<file path="src/rtl/mcss_pkg.sv">
// types, codes and constants shared by the motor calibration safety supervisor
// depends on nothing; the rtl files refer to it by scoped names, the verif files import it

package mcss_pkg;

    // stick channels are centered on this raw value
    localparam logic [11:0] STICK_CENTRE = 12'd1024;
    localparam logic [31:0] SIGN_BIT     = 32'h8000_0000;
    localparam logic [31:0] MAX_POS      = 32'h7FFF_FFFF;

    // configuration register indexes
    localparam int          CFG_INDEX_W        = 3;
    localparam logic [2:0]  CFG_MAX_ABS_RPM    = 3'd0;
    localparam logic [2:0]  CFG_MOVE_DEADBAND  = 3'd1;
    localparam logic [2:0]  CFG_YAW_DEADBAND   = 3'd2;
    localparam logic [2:0]  CFG_TIMEOUT_MS     = 3'd3;
    localparam logic [2:0]  CFG_REQUIRE_REMOTE = 3'd4;

    // configuration reset values
    localparam logic [30:0] RST_MAX_ABS_RPM    = 31'd3000;
    localparam logic [9:0]  RST_MOVE_DEADBAND  = 10'd50;
    localparam logic [9:0]  RST_YAW_DEADBAND   = 10'd50;
    localparam logic [31:0] RST_TIMEOUT_MS     = 32'd500;
    localparam logic        RST_REQUIRE_REMOTE = 1'b1;

    typedef enum logic [2:0] {
        CMD_NONE    = 3'd0,
        CMD_START   = 3'd1,
        CMD_STOP    = 3'd2,
        CMD_SET_RPM = 3'd3,
        CMD_EXIT    = 3'd4,
        CMD_INVALID = 3'd5
    } cmd_t;

    typedef enum logic [1:0] {
        MODE_IDLE   = 2'd0,
        MODE_ACTIVE = 2'd1,
        MODE_FAULT  = 2'd2
    } mode_t;

    typedef enum logic [2:0] {
        FLT_NONE       = 3'd0,
        FLT_BAD_CMD    = 3'd1,
        FLT_RPM_LIMIT  = 3'd2,
        FLT_REMOTE_OFF = 3'd3,
        FLT_OVERRIDE   = 3'd4,
        FLT_DRIVES_OFF = 3'd5,
        FLT_TIMEOUT    = 3'd6
    } fault_t;

    // one update tick
    typedef struct packed {
        logic [2:0]         command;
        logic signed [31:0] want_lf;
        logic signed [31:0] want_rf;
        logic signed [31:0] want_rb;
        logic signed [31:0] want_lb;
        logic [31:0]        now_ms;
        logic               remote_online;
        logic [10:0]        stick_y;
        logic [10:0]        stick_x;
        logic [10:0]        stick_yaw;
        logic               drives_online;
    } tick_t;

    // one result
    typedef struct packed {
        logic               drive_enable;
        logic signed [31:0] out_lf;
        logic signed [31:0] out_rf;
        logic signed [31:0] out_rb;
        logic signed [31:0] out_lb;
        logic [1:0]         mode;
        logic [2:0]         fault_code;
        logic               override_seen;
        logic [31:0]        parsed_total;
        logic [31:0]        rejected_total;
        logic [31:0]        stop_total;
        logic [31:0]        timeout_total;
    } result_t;

    // current configuration
    typedef struct packed {
        logic [30:0] max_abs_rpm;
        logic [9:0]  move_deadband;
        logic [9:0]  yaw_deadband;
        logic [31:0] timeout_ms;
        logic        require_remote;
    } cfg_t;

    // absolute value that saturates the most negative word
    function automatic logic [31:0] sat_abs(input logic [31:0] v);
        logic [31:0] r;
        if ((v & SIGN_BIT) == 32'd0) begin
            r = v;
        end
        else if (v == SIGN_BIT) begin
            r = MAX_POS;
        end
        else begin
            r = ~v + 32'd1;
        end
        return r;
    endfunction

    // true when a raw stick value lies strictly outside the band around center
    function automatic logic outside_band(input logic [10:0] raw, input logic [9:0] band);
        logic [11:0] upper;
        logic [11:0] lower;
        upper = STICK_CENTRE + {2'b00, band};
        lower = STICK_CENTRE - {2'b00, band};
        return ({1'b0, raw} > upper) || ({1'b0, raw} < lower);
    endfunction

endpackage

</file>
<file path="src/rtl/motor_calibration_safety_supervisor_unit.sv">
// top level of the motor calibration safety supervisor
// depends on mcss_pkg, mcss_cfg and mcss_core

// The supervisor takes one update tick per clock cycle while tick_stall is low and
// returns one result item for every tick, in order. A tick is captured in an input
// register, evaluated by single-pass logic against the supervisor state, and the
// result lands in an output register when it advances from there. Throughput is
// one item per cycle unless result_stall holds it, set by the single update stage;
// tick_stall rises only when both the input register and the output register hold
// an item and result_stall is high. Configuration writes are always accepted
// (cfg_ready is tied high) and must only be issued while no tick is in flight.

module motor_calibration_safety_supervisor_unit (
    input  logic                             clk,
    input  logic                             rst_n,
    input  logic                             tick_valid,
    output logic                             tick_stall,
    input  mcss_pkg::tick_t                  tick_data,
    output logic                             result_valid,
    input  logic                             result_stall,
    output mcss_pkg::result_t                result_data,
    input  logic                             cfg_valid,
    output logic                             cfg_ready,
    input  logic [mcss_pkg::CFG_INDEX_W-1:0] cfg_index,
    input  logic [31:0]                      cfg_data
);

    mcss_pkg::tick_t   tick_reg;
    logic              tick_vld_reg;
    logic              tick_vld_next;
    mcss_pkg::result_t result_reg;
    mcss_pkg::result_t core_result;
    logic              result_vld_reg;
    logic              result_vld_next;
    mcss_pkg::cfg_t    cfg;
    logic              tick_take;
    logic              advance;

    mcss_cfg u_cfg (
        .clk       (clk),
        .rst_n     (rst_n),
        .cfg_valid (cfg_valid),
        .cfg_ready (cfg_ready),
        .cfg_index (cfg_index),
        .cfg_data  (cfg_data),
        .cfg       (cfg)
    );

    mcss_core u_core (
        .clk    (clk),
        .rst_n  (rst_n),
        .step   (advance),
        .tick   (tick_reg),
        .cfg    (cfg),
        .result (core_result)
    );

    // item moves from input register to output register
    assign advance    = tick_vld_reg && (!result_vld_reg || !result_stall);
    assign tick_stall = tick_vld_reg && result_vld_reg && result_stall;
    assign tick_take  = tick_valid && !tick_stall;

    // occupancy of both registers
    always_comb
    begin
        tick_vld_next = tick_vld_reg;
        if (tick_take)
        begin
            tick_vld_next = 1'b1;
        end
        else if (advance)
        begin
            tick_vld_next = 1'b0;
        end

        result_vld_next = result_vld_reg;
        if (advance)
        begin
            result_vld_next = 1'b1;
        end
        else if (result_vld_reg && !result_stall)
        begin
            result_vld_next = 1'b0;
        end
    end

    always_ff @(posedge clk or negedge rst_n)
    begin
        if (!rst_n)
        begin
            tick_vld_reg   <= 1'b0;
            result_vld_reg <= 1'b0;
        end
        else
        begin
            tick_vld_reg   <= tick_vld_next;
            result_vld_reg <= result_vld_next;
        end
    end

    // payload registers
    always_ff @(posedge clk)
    begin
        if (tick_take)
        begin
            tick_reg <= tick_data;
        end
        if (advance)
        begin
            result_reg <= core_result;
        end
    end

    assign result_valid = result_vld_reg;
    assign result_data  = result_reg;

endmodule

</file>
<file path="src/rtl/mcss_cfg.sv">
// configuration registers of the safety supervisor
// depends on mcss_pkg for index codes, reset values and cfg_t

module mcss_cfg (
    input  logic                             clk,
    input  logic                             rst_n,
    input  logic                             cfg_valid,
    output logic                             cfg_ready,
    input  logic [mcss_pkg::CFG_INDEX_W-1:0] cfg_index,
    input  logic [31:0]                      cfg_data,
    output mcss_pkg::cfg_t                   cfg
);

    mcss_pkg::cfg_t cfg_reg;
    mcss_pkg::cfg_t cfg_next;

    // writes are always taken
    assign cfg_ready = 1'b1;
    assign cfg       = cfg_reg;

    // decode the register index, extra data bits dropped
    always_comb
    begin
        cfg_next = cfg_reg;
        if (cfg_valid)
        begin
            unique case (cfg_index)
                mcss_pkg::CFG_MAX_ABS_RPM:    cfg_next.max_abs_rpm    = cfg_data[30:0];
                mcss_pkg::CFG_MOVE_DEADBAND:  cfg_next.move_deadband  = cfg_data[9:0];
                mcss_pkg::CFG_YAW_DEADBAND:   cfg_next.yaw_deadband   = cfg_data[9:0];
                mcss_pkg::CFG_TIMEOUT_MS:     cfg_next.timeout_ms     = cfg_data;
                mcss_pkg::CFG_REQUIRE_REMOTE: cfg_next.require_remote = cfg_data[0];
                default:                      cfg_next = cfg_reg;
            endcase
        end
    end

    always_ff @(posedge clk or negedge rst_n)
    begin
        if (!rst_n)
        begin
            cfg_reg.max_abs_rpm    <= mcss_pkg::RST_MAX_ABS_RPM;
            cfg_reg.move_deadband  <= mcss_pkg::RST_MOVE_DEADBAND;
            cfg_reg.yaw_deadband   <= mcss_pkg::RST_YAW_DEADBAND;
            cfg_reg.timeout_ms     <= mcss_pkg::RST_TIMEOUT_MS;
            cfg_reg.require_remote <= mcss_pkg::RST_REQUIRE_REMOTE;
        end
        else
        begin
            cfg_reg <= cfg_next;
        end
    end

endmodule

</file>
<file path="src/rtl/mcss_core.sv">
// supervisor state and the per-tick update logic
// depends on mcss_pkg for tick_t, result_t, cfg_t and the mode and fault codes

module mcss_core (
    input  logic              clk,
    input  logic              rst_n,
    input  logic              step,
    input  mcss_pkg::tick_t   tick,
    input  mcss_pkg::cfg_t    cfg,
    output mcss_pkg::result_t result
);

    mcss_pkg::mode_t   mode_reg;
    mcss_pkg::mode_t   mode_next;
    mcss_pkg::fault_t  fault_reg;
    mcss_pkg::fault_t  fault_next;
    logic [3:0][31:0]  rpm_reg;
    logic [3:0][31:0]  rpm_next;
    logic [31:0]       last_time_reg;
    logic [31:0]       last_time_next;
    logic [31:0]       parsed_reg;
    logic [31:0]       parsed_next;
    logic [31:0]       rejected_reg;
    logic [31:0]       rejected_next;
    logic [31:0]       stop_reg;
    logic [31:0]       stop_next;
    logic [31:0]       timeout_reg;
    logic [31:0]       timeout_next;

    logic [3:0][31:0]  want;
    logic [3:0]        over_limit;
    logic              rpm_ok;
    logic              over;
    logic              drive;
    logic              parsed_inc;
    logic              rejected_inc;
    logic              timeout_inc;
    logic [1:0]        stop_inc;
    logic [31:0]       elapsed;

    assign want = {tick.want_lb, tick.want_rb, tick.want_rf, tick.want_lf};

    // rpm limit check on all four wheels in parallel
    always_comb
    begin
        for (int i = 0; i < 4; i++)
        begin
            over_limit[i] = mcss_pkg::sat_abs(want[i]) > {1'b0, cfg.max_abs_rpm};
        end
    end

    assign rpm_ok = ~|over_limit;

    // stick deadband checks
    assign over = mcss_pkg::outside_band(tick.stick_y, cfg.move_deadband)
               || mcss_pkg::outside_band(tick.stick_x, cfg.move_deadband)
               || mcss_pkg::outside_band(tick.stick_yaw, cfg.yaw_deadband);

    // command handling, then the safety checks while active
    always_comb
    begin
        mode_next      = mode_reg;
        fault_next     = fault_reg;
        rpm_next       = rpm_reg;
        last_time_next = last_time_reg;
        parsed_inc     = 1'b0;
        rejected_inc   = 1'b0;
        timeout_inc    = 1'b0;
        stop_inc       = 2'd0;
        drive          = 1'b0;
        elapsed        = '0;

        if (mcss_pkg::cmd_t'(tick.command) != mcss_pkg::CMD_NONE)
        begin
            parsed_inc = 1'b1;
            unique case (mcss_pkg::cmd_t'(tick.command))
                mcss_pkg::CMD_START:
                begin
                    rpm_next       = '0;
                    mode_next      = mcss_pkg::MODE_ACTIVE;
                    fault_next     = mcss_pkg::FLT_NONE;
                    last_time_next = tick.now_ms;
                end
                mcss_pkg::CMD_STOP:
                begin
                    rpm_next       = '0;
                    last_time_next = tick.now_ms;
                    stop_inc       = 2'd1;
                end
                mcss_pkg::CMD_SET_RPM:
                begin
                    priority if (mode_reg != mcss_pkg::MODE_ACTIVE)
                    begin
                        rejected_inc = 1'b1;
                        rpm_next     = '0;
                        mode_next    = mcss_pkg::MODE_FAULT;
                        fault_next   = mcss_pkg::FLT_BAD_CMD;
                        stop_inc     = 2'd1;
                    end
                    else if (!rpm_ok)
                    begin
                        rejected_inc = 1'b1;
                        rpm_next     = '0;
                        mode_next    = mcss_pkg::MODE_FAULT;
                        fault_next   = mcss_pkg::FLT_RPM_LIMIT;
                        stop_inc     = 2'd1;
                    end
                    else
                    begin
                        rpm_next       = want;
                        last_time_next = tick.now_ms;
                    end
                end
                mcss_pkg::CMD_EXIT:
                begin
                    rpm_next       = '0;
                    mode_next      = mcss_pkg::MODE_IDLE;
                    fault_next     = mcss_pkg::FLT_NONE;
                    last_time_next = tick.now_ms;
                end
                // invalid and unused codes
                default:
                begin
                    rejected_inc = 1'b1;
                    rpm_next     = '0;
                    mode_next    = mcss_pkg::MODE_FAULT;
                    fault_next   = mcss_pkg::FLT_BAD_CMD;
                    stop_inc     = 2'd1;
                end
            endcase
        end

        // wrapping time since the last accepted command
        elapsed = tick.now_ms - last_time_next;

        if (mode_next == mcss_pkg::MODE_ACTIVE)
        begin
            priority if (cfg.require_remote && !tick.remote_online)
            begin
                fault_next = mcss_pkg::FLT_REMOTE_OFF;
            end
            else if (over)
            begin
                fault_next = mcss_pkg::FLT_OVERRIDE;
            end
            else if (!tick.drives_online)
            begin
                fault_next = mcss_pkg::FLT_DRIVES_OFF;
            end
            else if (elapsed > cfg.timeout_ms)
            begin
                fault_next  = mcss_pkg::FLT_TIMEOUT;
                timeout_inc = 1'b1;
            end
            else
            begin
                drive = 1'b1;
            end

            // any failed check stops everything
            if (!drive)
            begin
                rpm_next  = '0;
                mode_next = mcss_pkg::MODE_FAULT;
                stop_inc  = stop_inc + 2'd1;
            end
        end

        parsed_next   = parsed_reg + {31'd0, parsed_inc};
        rejected_next = rejected_reg + {31'd0, rejected_inc};
        stop_next     = stop_reg + {30'd0, stop_inc};
        timeout_next  = timeout_reg + {31'd0, timeout_inc};
    end

    // result of this tick
    always_comb
    begin
        result.drive_enable   = drive;
        result.out_lf         = drive ? rpm_next[0] : '0;
        result.out_rf         = drive ? rpm_next[1] : '0;
        result.out_rb         = drive ? rpm_next[2] : '0;
        result.out_lb         = drive ? rpm_next[3] : '0;
        result.mode           = mode_next;
        result.fault_code     = fault_next;
        result.override_seen  = over;
        result.parsed_total   = parsed_next;
        result.rejected_total = rejected_next;
        result.stop_total     = stop_next;
        result.timeout_total  = timeout_next;
    end

    // state advances once per tick
    always_ff @(posedge clk or negedge rst_n)
    begin
        if (!rst_n)
        begin
            mode_reg      <= mcss_pkg::MODE_IDLE;
            fault_reg     <= mcss_pkg::FLT_NONE;
            rpm_reg       <= '0;
            last_time_reg <= '0;
            parsed_reg    <= '0;
            rejected_reg  <= '0;
            stop_reg      <= '0;
            timeout_reg   <= '0;
        end
        else if (step)
        begin
            mode_reg      <= mode_next;
            fault_reg     <= fault_next;
            rpm_reg       <= rpm_next;
            last_time_reg <= last_time_next;
            parsed_reg    <= parsed_next;
            rejected_reg  <= rejected_next;
            stop_reg      <= stop_next;
            timeout_reg   <= timeout_next;
        end
    end

endmodule

</file>
<file path="config.mk">
export PLATFORM = sky130hd
export DESIGN_NAME = motor_calibration_safety_supervisor_unit
export DESIGN_NICKNAME = d
export VERILOG_FILES = /design/src/rtl/mcss_pkg.sv /design/src/rtl/motor_calibration_safety_supervisor_unit.sv /design/src/rtl/mcss_cfg.sv /design/src/rtl/mcss_core.sv
export SDC_FILE = /design/constraint.sdc
export NUM_CORES = 2
export LEC_CHECK = 0
export ABC_AREA = 1
export BUFFER_PORTS_ARGS = -buffer_cell sky130_fd_sc_hd__buf_2
export CAP_MARGIN = 20
export CORE_MARGIN = 3
export CORE_UTILIZATION = 50
export CTS_BUF_LIST = sky130_fd_sc_hd__clkbuf_2 sky130_fd_sc_hd__clkbuf_4 sky130_fd_sc_hd__clkbuf_8
export DETAILED_ROUTE_END_ITERATION = 16
export PLACE_DENSITY_LB_ADDON = 0.15
export SETUP_SLACK_MARGIN = 0.2
export SYNTH_ARGS = -nofsm -noshare
export SYNTH_HDL_FRONTEND = slang
export SYNTH_SLANG_ARGS = --single-unit
</file>
<file path="constraint.sdc">
create_clock -name clk -period 9.1 [get_ports clk]
set_input_delay 0.91 -clock clk [delete_from_list [all_inputs] [get_ports clk]]
set_output_delay 0.91 -clock clk [all_outputs]
set_load 0.01 [all_outputs]
</file>
Yosys cells after proc, flatten, opt, wreduce, memory -nomap -nowiden

Cells that the tools add are included.

$add $sub $neg: 14
Magnitude comparators: 11
Equal/unequal tests: 14
Muxes and demuxes: 59
Bitwise operators: 4
Reductions and logical operators: 32

Operator list:

| kind                   | number |
|---|---|
| $mux 128               | 6 |
| $mux 32                | 11 |
| $add 32x1->32 const B  | 4 |
| $eq 32x32->1 const B   | 4 |
| $gt 32x31->1           | 4 |
| $logic_not 32->1       | 4 |
| $not 32->32            | 4 |
| $add 32x1->32          | 3 |
| $pmux 32 s2            | 1 |
| $gt 11x12->1           | 3 |
| $lt 11x12->1           | 3 |
| $add 32x2->32          | 1 |
| $gt 32x32->1           | 1 |
| $sub 32x32->32         | 1 |
| $add 11x10->12 const A | 2 |
| $mux 3                 | 8 |
| $sub 11x10->12 const A | 2 |
| $mux 1                 | 20 |
| $mux 2                 | 9 |
| $eq 3x2->1 const B     | 4 |
| $reduce_and 2->1       | 5 |
| $pmux 3 s3             | 1 |
| $pmux 2 s4             | 1 |
| $eq 3x1->1 const B     | 2 |
| other kinds (15)       | 30 |

Register bits: 840
Input port bits: 238
Output and inout bits: 266
Word-level logic and storage cells: 175

Logic depth before layout (Yosys ltp)

Depth after elaboration: 20
Mapped depth: 79
Mapped depth without buffers: 78

Modules after synthesis

A second synthesis with hierarchy kept.

Cell total of the unflattened synthesis: 4930
Area, all modules: 45416.1 um2

By module, submodules not included:

| module                                   | instances | cells each | area each (um2) | sequential area each (um2) |
|---|---|---|---|---|
| mcss_core                                | 1         | 4081       | 28094.4         | 7332.0 |
| motor_calibration_safety_supervisor_unit | 1         | 473        | 13938.4         | 13893.3 |
| mcss_cfg                                 | 1         | 376        | 3383.2          | 2127.0 |

Worst setup path after synthesis

No wires, ideal clock.

Path kind: flip-flop to flip-flop
Start point: register tick_reg[70] (netlist name)
End point: register result_reg, in the netlist result_data[62], data pin
Library setup time: 262 ps
Data arrival time: 9869 ps
Required time: 8838 ps
Slack: -1031 ps
Stages on the path, launching flop included: 77
Buffers on the path: 1
Period minus slack after synthesis: 10131 ps
Path through: edfxtp_1 -> nor2_1 -> nand2_1 -> nor2_1 -> inv_1 -> nor2_1 -> inv_1 -> nor3_1 -> inv_1 -> nor3_1 -> inv_1 -> nor2_1 -> nand2_1 -> nor3_1 -> nor2_1 -> nand2_1 -> nand3_1 -> ha_1 -> [... 41 more ...] -> nor2_1 -> nand2_1 -> ha_1 -> nand2_1 -> nand2_1 -> ha_1 -> inv_1 -> fa_1 -> nor3_1 -> nand3_1 -> inv_1 -> nand3_1 -> or4_1 -> nor4_2 -> nand4_1 -> nor2_1 -> nand2_1 -> xor2_1

RTL lines:

| element                | line                                            | RTL |
|---|---|---|
| from (decl)            | motor_calibration_safety_supervisor_unit.sv:28  | `mcss_pkg::tick_t tick_reg;` |
| from (signal assigned) | motor_calibration_safety_supervisor_unit.sv:106 | `tick_reg <= tick_data;` |
| to (signal assigned)   | motor_calibration_safety_supervisor_unit.sv:110 | `result_reg <= core_result;` |
| to (decl)              | motor_calibration_safety_supervisor_unit.sv:31  | `mcss_pkg::result_t result_reg;` |

==> flow_metrics.tcl <==
set metrics [dict create \
    timing.critical_path.slowest_stage_cell "edfxtp_1" \
    chipWidth_um 307 \
    utilization 0.644 \
    ios 504 \
    synth-seq-area-share 0.515 \
    dr.pass1.iters 7 \
    startpoint_type "flip-flop" \
    ctsHoldBuffers 0 \
    drt-vias-per-instance 5.22 \
    leakagePower_uw 0.0268 \
    wl_met3_mm 8.39 \
    wl_met2_mm 64.3 \
    n_fill_cell 7423 \
    multiInputGateArea_sq_um 19600 \
    m1WireLength_mm 59.7 \
    synth_enable_flop_cells 461 \
    async_reset_ff_frac 0.451 \
    hp-class "in2async" \
    io_buffers 502 \
    relSlewSlack 0.276 \
    ys_warn_count 0 \
    placed_cells 7071 \
    fin_crit_sh 1.12 \
    grt_pass1_vias 37700 \
    crit_path_frequent_cell "nand2_1" \
    seqCellArea_sq_um 23400 \
    wl_per_cell_um 18.3 \
    finalCriticalPeriod_ns 10.17 \
    synth_area_sq_um 45400 \
    dieArea_sq_um 94400 \
    ys_ff_latch 840 \
    drt_wl_total_mm 136 \
    grt_pass1_wl_mm 208 \
    syn_inst 5048 \
    final_hold_viol_count 0 \
    drive_above_1_share 0.280 \
    core_region_area_sq_um 89200 \
    gp_congestion 0.920 \
    powerDensity_nw_per_um2 216 \
    cts_root_buf "clkbuf_8" \
    nNetsFinal 6658 \
    clock_sinks 840 \
    outcome "finished with violations" \
    drt_iter0_drc 3224 \
    grt_max_degree 247 \
    synthFlopType "edfxtp_1" \
    layout_common_cells "nand2_1, inv_1, buf_4, buf_2, o21ai_0" \
    layout_commonest_cell "nand2_1" \
    dieHeight_um 307 \
    slowest_delay_ns 0.40 \
    largest_reg_flops 263 \
    drcViolationCount 0 \
    vdd_drop_max_v 0.000135 \
    synth_cell_types 58 \
    vias 38900 \
    worst-path-buf-inv 11 \
    clk-insertion-delay-late_ns 0.85 \
    clk_pin_slew_ns 0.06 \
    worstSetupPathType "reg2reg" \
    cp.required_ns 9.85 \
    rsz0062_at_grt "true" \
    htree_levels 4 \
    drv_slew 0 \
    syn_nets 5550 \
    cts_buffers 143 \
    critPathCaptureType "flip-flop" \
    rows 109 \
    crit_family "simple AND/OR/NAND/NOR gates" \
    violations "setup timing" \
    setup_viol 79 \
    overflow 0 \
    avgSynthCellArea_sq_um 8.99 \
    worst_pin_slew_ns 1.09 \
    area_delta_synth_final_pct 26.7 \
    detailed_place_hpwl_mm 96.7 \
    timing.fmax_mhz 98.3 \
    cts_tree "done" \
    skew_ns 0.0579 \
    routed.top_layer "met5" \
    grt_usage 0.283 \
    finalNonFillerCells 7457 \
    antenna_found_initial 18 \
    clk_path_buf_depth 3 \
    ant_nets 0 \
    start_util 0.509 \
    cap_viol_max_count 0 \
    cp.arrival_ns 10.93 \
    cp_max_fo 8 \
    worst_slack_ns -1.07 \
]
cell families after synthesis:
kind of cell / count (synthesis) / synth area share
compound gates: 901 / 0.113
xor+xnor: 152 / 0.0293
fa+ha+maj: 264 / 0.0731
buf+inv: 812 / 0.0736
flops: 840 / 0.515
other cells: 1 / 0.0000827
simple gates: 2078 / 0.196
power by group:
group	total (uW)	internal (uW)	switching (uW)
clock network	3590	1950	1640
logic	3770	1520	2250
registers	5070	4710	365
metal layers:
metal / track usage / vias up
li1: - / 19100
met1: 0.389 / 18500
met4: 0.0906 / 16
met5: 0 / -
met3: 0.0480 / 235
met2: 0.460 / 1129
stage by stage:
stage | total power [uW] | setup slack (ns) | hold slack [ns] | instance area (sq um) | setup TNS, ns
6_report | 12400 | -1.07 | 0.0811 | 57500 | -45.86
5_1_grt | 13200 | -1.86 | 0.102 | 57400 | -147.80
4_1_cts | 12300 | -0.805 | 0.0461 | 56600 | -25.05
3_5_place_dp | 8590 | -1.07 | 0.469 | 52700 | -37.67
3_3_place_gp | 8510 | -0.893 | 0.464 | 52700 | -25.22
2_1_floorplan | 7160 | -0.279 | 0.448 | 45500 | -0.907
what timing repair did:
action / in CTS / in global routing
resized for setup: 74 / 143
endpoints found under the setup margin: 90 / 363
setup buffers: 75 / 29
pin swaps: 29 / 55
path summary, 6_finish.rpt:
path,startpoint,end,slack [ns],cells past startpoint
worst min register to register,u_core.rpm_reg[97]$_DFFE_PN0P_,u_core.rpm_reg[97]$_DFFE_PN0P_,0.48,2
min in group clk,tick_data[174],tick_reg[174]$_DFFE_PP_,0.24,1
worst max register to register,tick_reg[69]$_DFFE_PP_,u_core.timeout_reg[29]$_DFFE_PN0P_,-1.07,77
worst max-delay path,tick_reg[69]$_DFFE_PP_,u_core.timeout_reg[29]$_DFFE_PN0P_,-1.07,77
worst min-delay path,rst_n,u_core.rejected_reg[20]$_DFFE_PN0P_,0.08,1
max in group asynchronous,rst_n,tick_vld_reg$_DFFE_PN0P_,7.00,3
Yosys cell counts, types with 11 or more instances:
master	number	area, sq um
nand2_1	1115	4190
inv_1	617	2320
o21ai_0	504	2520
edfxtp_1	461	13800
nor2_1	406	1520
dfrtp_1	359	8980
nand3_1	292	1460
ha_1	262	3280
a21oi_1	182	911
clkbuf_1	144	541
xor2_1	144	1260
o21ai_2	100	876
nor3_1	74	370
nand4_1	67	419
or2_2	33	206
o21ai_1	22	110
dfstp_2	20	526
nand3b_1	18	135
a21o_1	17	128
nor2_2	16	100
buf_6	13	146
inv_2	13	48.8
a31oi_1	12	75.1
a21boi_0	11	82.6
buf_12	11	220
area by class of cell:
cell class | instances | share of cell area
Clock buffer | 212 | 0.0453
Tap cell | 1165 | 0.0254
Multi-Input combinational cell | 3396 | 0.341
Timing Repair Buffer | 1145 | 0.132
Inverter | 630 | 0.0415
Clock inverter | 54 | 0.00781
Sequential cell | 840 | 0.406
Antenna cell | 15 | 0.000653
(Power assumes the default switching activity.)
